<file path="src/sv/csqf_pkg.sv">
// Shared types, constants and helpers for the cascaded SOGI quadrature filter.
// Holds the fixed-point formats, micro-op codes, control word layout and the
// microcode ROM. No dependencies.
package csqf_pkg;

    localparam int SAMPLE_W     = 16;
    localparam int STATE_W      = 32;
    localparam int SAMPLE_FRAC  = SAMPLE_W - 1;
    localparam int STATE_FRAC   = STATE_W - 4;
    localparam int SAMPLE_SHIFT = STATE_FRAC - SAMPLE_FRAC;
    localparam int KP_W         = 16;
    localparam int KP_FRAC      = 14;
    localparam int G_W          = 24;
    localparam int G_FRAC       = 24;
    localparam int MUL_B_W      = G_W + 1;
    localparam int PROD_W       = STATE_W + MUL_B_W;
    localparam int OUT_PRE_W    = STATE_W - SAMPLE_SHIFT;

    // configuration port
    localparam int CFG_IDX_W  = 8;
    localparam int CFG_DATA_W = 24;
    localparam logic [CFG_IDX_W-1:0] REG_DAMPING_GAIN = CFG_IDX_W'(0);
    localparam logic [CFG_IDX_W-1:0] REG_STEP_GAIN    = CFG_IDX_W'(1);
    localparam logic [CFG_IDX_W-1:0] REG_STAGE2_EN    = CFG_IDX_W'(2);
    localparam logic [KP_W-1:0] DAMPING_GAIN_RST = KP_W'(23167);
    localparam logic [G_W-1:0]  STEP_GAIN_RST    = G_W'(131761);

    // microprogram: eight steps per stage, then the output step
    localparam int STAGE_STEPS = 8;
    localparam int UCODE_LEN   = 2 * STAGE_STEPS + 1;
    localparam int PC_W        = $clog2(UCODE_LEN);
    localparam logic [PC_W-1:0] OUT_STEP = PC_W'(2 * STAGE_STEPS);

    localparam logic signed [STATE_W-1:0] STATE_MAX = {1'b0, {(STATE_W-1){1'b1}}};
    localparam logic signed [STATE_W-1:0] STATE_MIN = {1'b1, {(STATE_W-1){1'b0}}};
    localparam logic signed [SAMPLE_W-1:0] SAMPLE_MAX = {1'b0, {(SAMPLE_W-1){1'b1}}};
    localparam logic signed [SAMPLE_W-1:0] SAMPLE_MIN = {1'b1, {(SAMPLE_W-1){1'b0}}};

    typedef enum logic [3:0] {
        UOP_IDLE,
        UOP_ERR,       // t = sat(x - A)
        UOP_MUL_KP,    // p = t * kp
        UOP_SCALE_KP,  // t = sat(p >>> 14)
        UOP_SUB_B,     // t = sat(t - B)
        UOP_MUL_U,     // p = t * g
        UOP_UPD_A,     // A = sat(A + d + PA), PA = d
        UOP_MUL_A,     // p = A * g
        UOP_UPD_B,     // B = sat(B + d + PB), PB = d
        UOP_OUT        // load result registers
    } uop_t;

    typedef struct packed {
        uop_t            uop;
        logic            stage;
        logic            skip_single;  // jump to target when stage two is off
        logic [PC_W-1:0] target;
        logic            last;
    } ucode_t;

    typedef struct packed {
        uop_t uop;
        logic stage;
        logic sample_load;
    } dp_ctrl_t;

    function automatic ucode_t ucode_rom(input logic [PC_W-1:0] addr);
        ucode_t w;
        w.uop         = UOP_IDLE;
        w.stage       = (addr >= PC_W'(STAGE_STEPS)) && (addr < OUT_STEP);
        w.skip_single = 1'b0;
        w.target      = OUT_STEP;
        w.last        = 1'b0;
        case (addr)
            PC_W'(0), PC_W'(8):  w.uop = UOP_ERR;
            PC_W'(1), PC_W'(9):  w.uop = UOP_MUL_KP;
            PC_W'(2), PC_W'(10): w.uop = UOP_SCALE_KP;
            PC_W'(3), PC_W'(11): w.uop = UOP_SUB_B;
            PC_W'(4), PC_W'(12): w.uop = UOP_MUL_U;
            PC_W'(5), PC_W'(13): w.uop = UOP_UPD_A;
            PC_W'(6), PC_W'(14): w.uop = UOP_MUL_A;
            PC_W'(7): begin
                w.uop         = UOP_UPD_B;
                w.skip_single = 1'b1;
            end
            PC_W'(15): w.uop = UOP_UPD_B;
            OUT_STEP: begin
                w.uop  = UOP_OUT;
                w.last = 1'b1;
            end
            default: w.uop = UOP_IDLE;
        endcase
        return w;
    endfunction

    // saturate a wide signed value to the state range
    function automatic logic signed [STATE_W-1:0] sat_state(
        input logic signed [PROD_W-1:0] v);
        logic [PROD_W-STATE_W:0] hi;
        hi = v[PROD_W-1:STATE_W-1];
        if ((&hi) || !(|hi))
            return v[STATE_W-1:0];
        else if (v[PROD_W-1])
            return STATE_MIN;
        else
            return STATE_MAX;
    endfunction

    // state format to sample format: floor shift then saturate
    function automatic logic signed [SAMPLE_W-1:0] state_to_sample(
        input logic signed [STATE_W-1:0] v);
        logic [OUT_PRE_W-1:0]          t;
        logic [OUT_PRE_W-SAMPLE_W:0]   hi;
        t  = v[STATE_W-1:SAMPLE_SHIFT];
        hi = t[OUT_PRE_W-1:SAMPLE_W-1];
        if ((&hi) || !(|hi))
            return t[SAMPLE_W-1:0];
        else if (t[OUT_PRE_W-1])
            return SAMPLE_MIN;
        else
            return SAMPLE_MAX;
    endfunction

endpackage

</file>
<file path="src/sv/csqf_useq.sv">
// Microcode sequencer: step counter, ROM fetch, conditional skip of stage two
// and input handshake. Depends on csqf_pkg.
module csqf_useq (
    input  logic              aclk,
    input  logic              aresetn,
    input  logic              s_valid,
    output logic              s_ready,
    input  logic              stage2_en,
    input  logic              out_free,
    output csqf_pkg::dp_ctrl_t ctrl
);
    import csqf_pkg::*;

    logic            busy_reg, busy_next;
    logic [PC_W-1:0] pc_reg, pc_next;
    ucode_t          word;

    assign s_ready = !busy_reg;

    always_ff @(posedge aclk) begin
        if (!aresetn) begin
            busy_reg <= 1'b0;
            pc_reg   <= '0;
        end else begin
            busy_reg <= busy_next;
            pc_reg   <= pc_next;
        end
    end

    always_comb begin
        word             = ucode_rom(pc_reg);
        busy_next        = busy_reg;
        pc_next          = pc_reg;
        ctrl.uop         = UOP_IDLE;
        ctrl.stage       = word.stage;
        ctrl.sample_load = s_valid && !busy_reg;
        if (!busy_reg) begin
            if (s_valid) begin
                busy_next = 1'b1;
                pc_next   = '0;
            end
        end else if (word.last) begin
            // hold on the output step until the result register is free
            if (out_free) begin
                ctrl.uop  = word.uop;
                busy_next = 1'b0;
            end
        end else begin
            ctrl.uop = word.uop;
            if (word.skip_single && !stage2_en)
                pc_next = word.target;
            else
                pc_next = pc_reg + 1'b1;
        end
    end

    a_pc_range: assert property (@(posedge aclk) disable iff (!aresetn)
        busy_reg |-> (pc_reg < PC_W'(UCODE_LEN)))
        else $error("step counter outside microprogram");

    a_out_free: assert property (@(posedge aclk) disable iff (!aresetn)
        (ctrl.uop == UOP_OUT) |-> out_free)
        else $error("result loaded over an untaken transaction");

    a_start: assert property (@(posedge aclk) disable iff (!aresetn)
        (s_valid && s_ready) |=> (busy_reg && (pc_reg == '0)))
        else $error("accepted transaction did not start the program");

endmodule

</file>
<file path="config.mk">
export PLATFORM = sky130hd
export DESIGN_NAME = csqf_useq
export DESIGN_NICKNAME = d
export VERILOG_FILES = /design/src/sv/csqf_pkg.sv /design/src/sv/csqf_useq.sv
export SDC_FILE = /design/constraint.sdc
export NUM_CORES = 1
export LEC_CHECK = 0
export ABC_AREA = 0
export BUFFER_PORTS_ARGS = -buffer_cell sky130_fd_sc_hd__buf_2
export CAP_MARGIN = 20
export CELL_PAD_IN_SITES_DETAIL_PLACEMENT = 0
export CELL_PAD_IN_SITES_GLOBAL_PLACEMENT = 1
export CORE_UTILIZATION = 35
export CTS_CLUSTER_SIZE = 12
export DETAILED_ROUTE_END_ITERATION = 6
export PLACE_DENSITY_LB_ADDON = 0.2
export SETUP_SLACK_MARGIN = 0.5
export SLEW_MARGIN = 25
export SYNTH_ARGS = -nofsm -noshare
export SYNTH_HDL_FRONTEND = slang
export SYNTH_SLANG_ARGS = --single-unit
export TNS_END_PERCENT = 5
</file>
<file path="constraint.sdc">
create_clock -name aclk -period 1.9 [get_ports aclk]
set_clock_uncertainty 0.2 [all_clocks]
set_input_delay 0.38 -clock aclk [delete_from_list [all_inputs] [get_ports aclk]]
set_output_delay 0.38 -clock aclk [all_outputs]
set_load 0.01 [all_outputs]
</file>
==> flow_summary.ini <==
[timing]
hold_viol = 0
fmax_ghz = 0.497
fin_ws_ps = -111
min_period_over_period_pct = 106
rsz0062_at_grt = true
slew_viol_final = 0
worst_slew_pin_slew_ps = 514
slew_headroom_pct = 65.5
hold_slack_ps = 258
setup_tns_ps = -126
period_needed_ps = 2010
setup-violations-final = 2

[layout]
stdcell_count = 95
final_util_pct = 58.9
largest_reg_flops = 5
syn_to_final_growth_pct = 56.7
drive_gt1_share_pct = 60.0
fill_cells = 117
nets = 92
antenna_cells = 0

[logic_synthesis]
synth_warnings = 0
synth_top_family_by_area = simple AND/OR/NAND/NOR gates
synth_flop_cell = dfxtp_1
ys_seq_elements = 6
async_reset_ff_share_pct = 0
syn-num-nets = 70
yosysMostFrequentCell = inv_1
yosysSeqAreaShare_pct = 24.9
synth_fa_ha_area_share_pct = 13.0
synth.distinct_cells = 28
synth_top_cell_by_area = dfxtp_1
synth_compound_gate_area_share_pct = 26.7
synthMuxAreaShare_pct = 0
synth_area_um2 = 483
yosys.area_share.xor_xnor_pct = 0
synth_top_cell_area_share_pct = 24.9
syn_avg_cell_area_um2 = 8.05
synth-edff-count = 0
synthTopCellsByArea = dfxtp_1, ha_1, inv_1
synthCells = 60
synth_commonest_cells = inv_1, dfxtp_1, a21oi_1, ha_1, nor2_1
synthSimpleGateAreaFrac_pct = 26.7

[worst_hold_path]
hold_path.class = in -> reg
min_to = pc_reg[4]
hold_depth = 2
hold_path_startpoint = aresetn

[cts]
clkTransAtPathRegs_ps = 50
cts_inserted_buffers = 3
h-tree-depth = 1
tritoncts = done
worstSkewPairLatency_ps = 250
clock-sinks = 6
clockBufferDepth = 2
clock_tree.root_cell = clkbuf_4

[placed_design]
dp_cells = 85
hpwl_um = 819
post-place-ws_ps = 102
routabilityCongestion = 0.725
io_buffer_count = 11

[critical_path]
arrival_ps = 1430
crit_chain = inv_4 -> ha_4 -> and4bb_2 -> a21oi_2 -> o21a_1 -> buf_2
r2r_setup_slack_ps = 210
crit-reg2reg-capture = pc_reg[1]
r2r_start = pc_reg[0]
rr_worst_depth = 7
worstSetupEndpointType = primary output
startpoint_type = flip-flop
slowest_stage = dfxtp_4
max_stage_delay_ps = 370
cp.required_ps = 1320
critical_path.max_fanout = 4
worstSetupPathType = reg -> out

[floorplan]
initial_core_util_pct = 37.6
rows = 13
die_area_um2 = 1530
die_w_um = 39.1
fp.dieH_um = 39.1
coreArea_um2 = 1280
ios = 12

[pwr]
p_leak_uw = 0.000313
powerDensity_nw_per_um2 = 549
ir_drop_uv = 324

[grt]
grtUsageTotal_pct = 19.5
gr-total-overflow = 0
grt_pass1_vias = 445
grt_max_degree = 12
antenna_found_initial = 0
grt_pass1_wl_mm = 1.98

[job]
timing.max_cap.violations = 0

[routing]
detail-route-antenna-nets = 0
wl_per_cell_um = 13.4
vias = 525
dr.pass1.iters = 4
drc = 0
drt_iter0_markers = 17
finalWirelength_mm = 1.28
vias_per_cell = 5.53

[status]
violations = negative setup slack
outcome = complete, but fails checks
per-layer routing:
layer  global-route usage, %  vias to the layer above  routed length [µm]
li1                        -                      260                   -
met1                    25.3                      244                 547
met2                    30.0                       19                 664
met3                    5.20                        2                  57
met4                    7.76                        0                   6
met5                       0                        -                   0
cells in the final DEF (no fill, tap or decap), types with 2 or more instances in the layout:
cell / Yosys / final
a21oi_1: 5 / 4
a21oi_2: 1 / 2
buf_2: 1 / 9
buf_4: 0 / 7
buf_6: 0 / 3
clkbuf_4: 0 / 3
dfxtp_4: 0 / 4
ha_1: 5 / 2
ha_4: 0 / 3
inv_1: 8 / 3
inv_2: 1 / 2
inv_4: 0 / 4
nand2_1: 2 / 2
nand3b_1: 3 / 3
nor2_1: 5 / 5
o21ai_0: 4 / 3
critical path, delay by kind of cell (launching register included):
kind	cells	cell delay [ps]
DFF	1	370
and+or+nand+nor	1	250
AOI/OAI and AO/OA	2	250
buffers and inverters	2	160
adders and majority gates	1	160
cell families (layout without fill, tap and decap cells):
group	count (synthesis)	after routing
compound gates	19	19
fa+ha+maj	5	5
buf+inv	11	31
flops	6	6
simple gates	19	19
worst max path at each step:
stage | startpoint | endpoint | slack [ps] | cells past startpoint
6_report | pc_reg[0] | ctrl[5] | -110 | 6
5_1_grt | pc_reg[0] | ctrl[5] | -180 | 6
4_1_cts | pc_reg[1] | ctrl[5] | -100 | 6
3_5_place_dp | pc_reg[0] | ctrl[5] | 100 | 5
3_3_place_gp | pc_reg[0] | ctrl[5] | 110 | 5
2_1_floorplan | pc_reg[0] | ctrl[5] | 240 | 5
per-stage QoR:
step	power, µW	cell area, µm²
3_3_place_gp	247	573
2_1_floorplan	212	500
5_1_grt	439	757
4_1_cts	390	701
6_report	415	757
3_5_place_dp	244	573
layout make-up:
type | instances | area, µm² | share of cell area, %
Sequential cell | 6 | 136 | 18.0
Clock buffer | 3 | 22.5 | 2.98
Inverter | 9 | 43.8 | 5.79
Timing Repair Buffer | 19 | 131 | 17.4
Multi-Input combinational cell | 43 | 404 | 53.4
Tap cell | 15 | 18.8 | 2.48
where the power goes:
group	internal [µW]	switching (µW)
Sequential	133	15.6
Clock	71.6	48.6
Combinational	73.4	72.7
what timing repair did:
action | CTS | global route
pin swaps | 5 | 5
hold buffers | 0 | 0
endpoints found under the setup margin | 12 | 13
buffers inserted | 4 | 3
gates resized for setup | 21 | 8
cloned | 0 | 0
No activity file was read; power rests on OpenSTA's default activity.
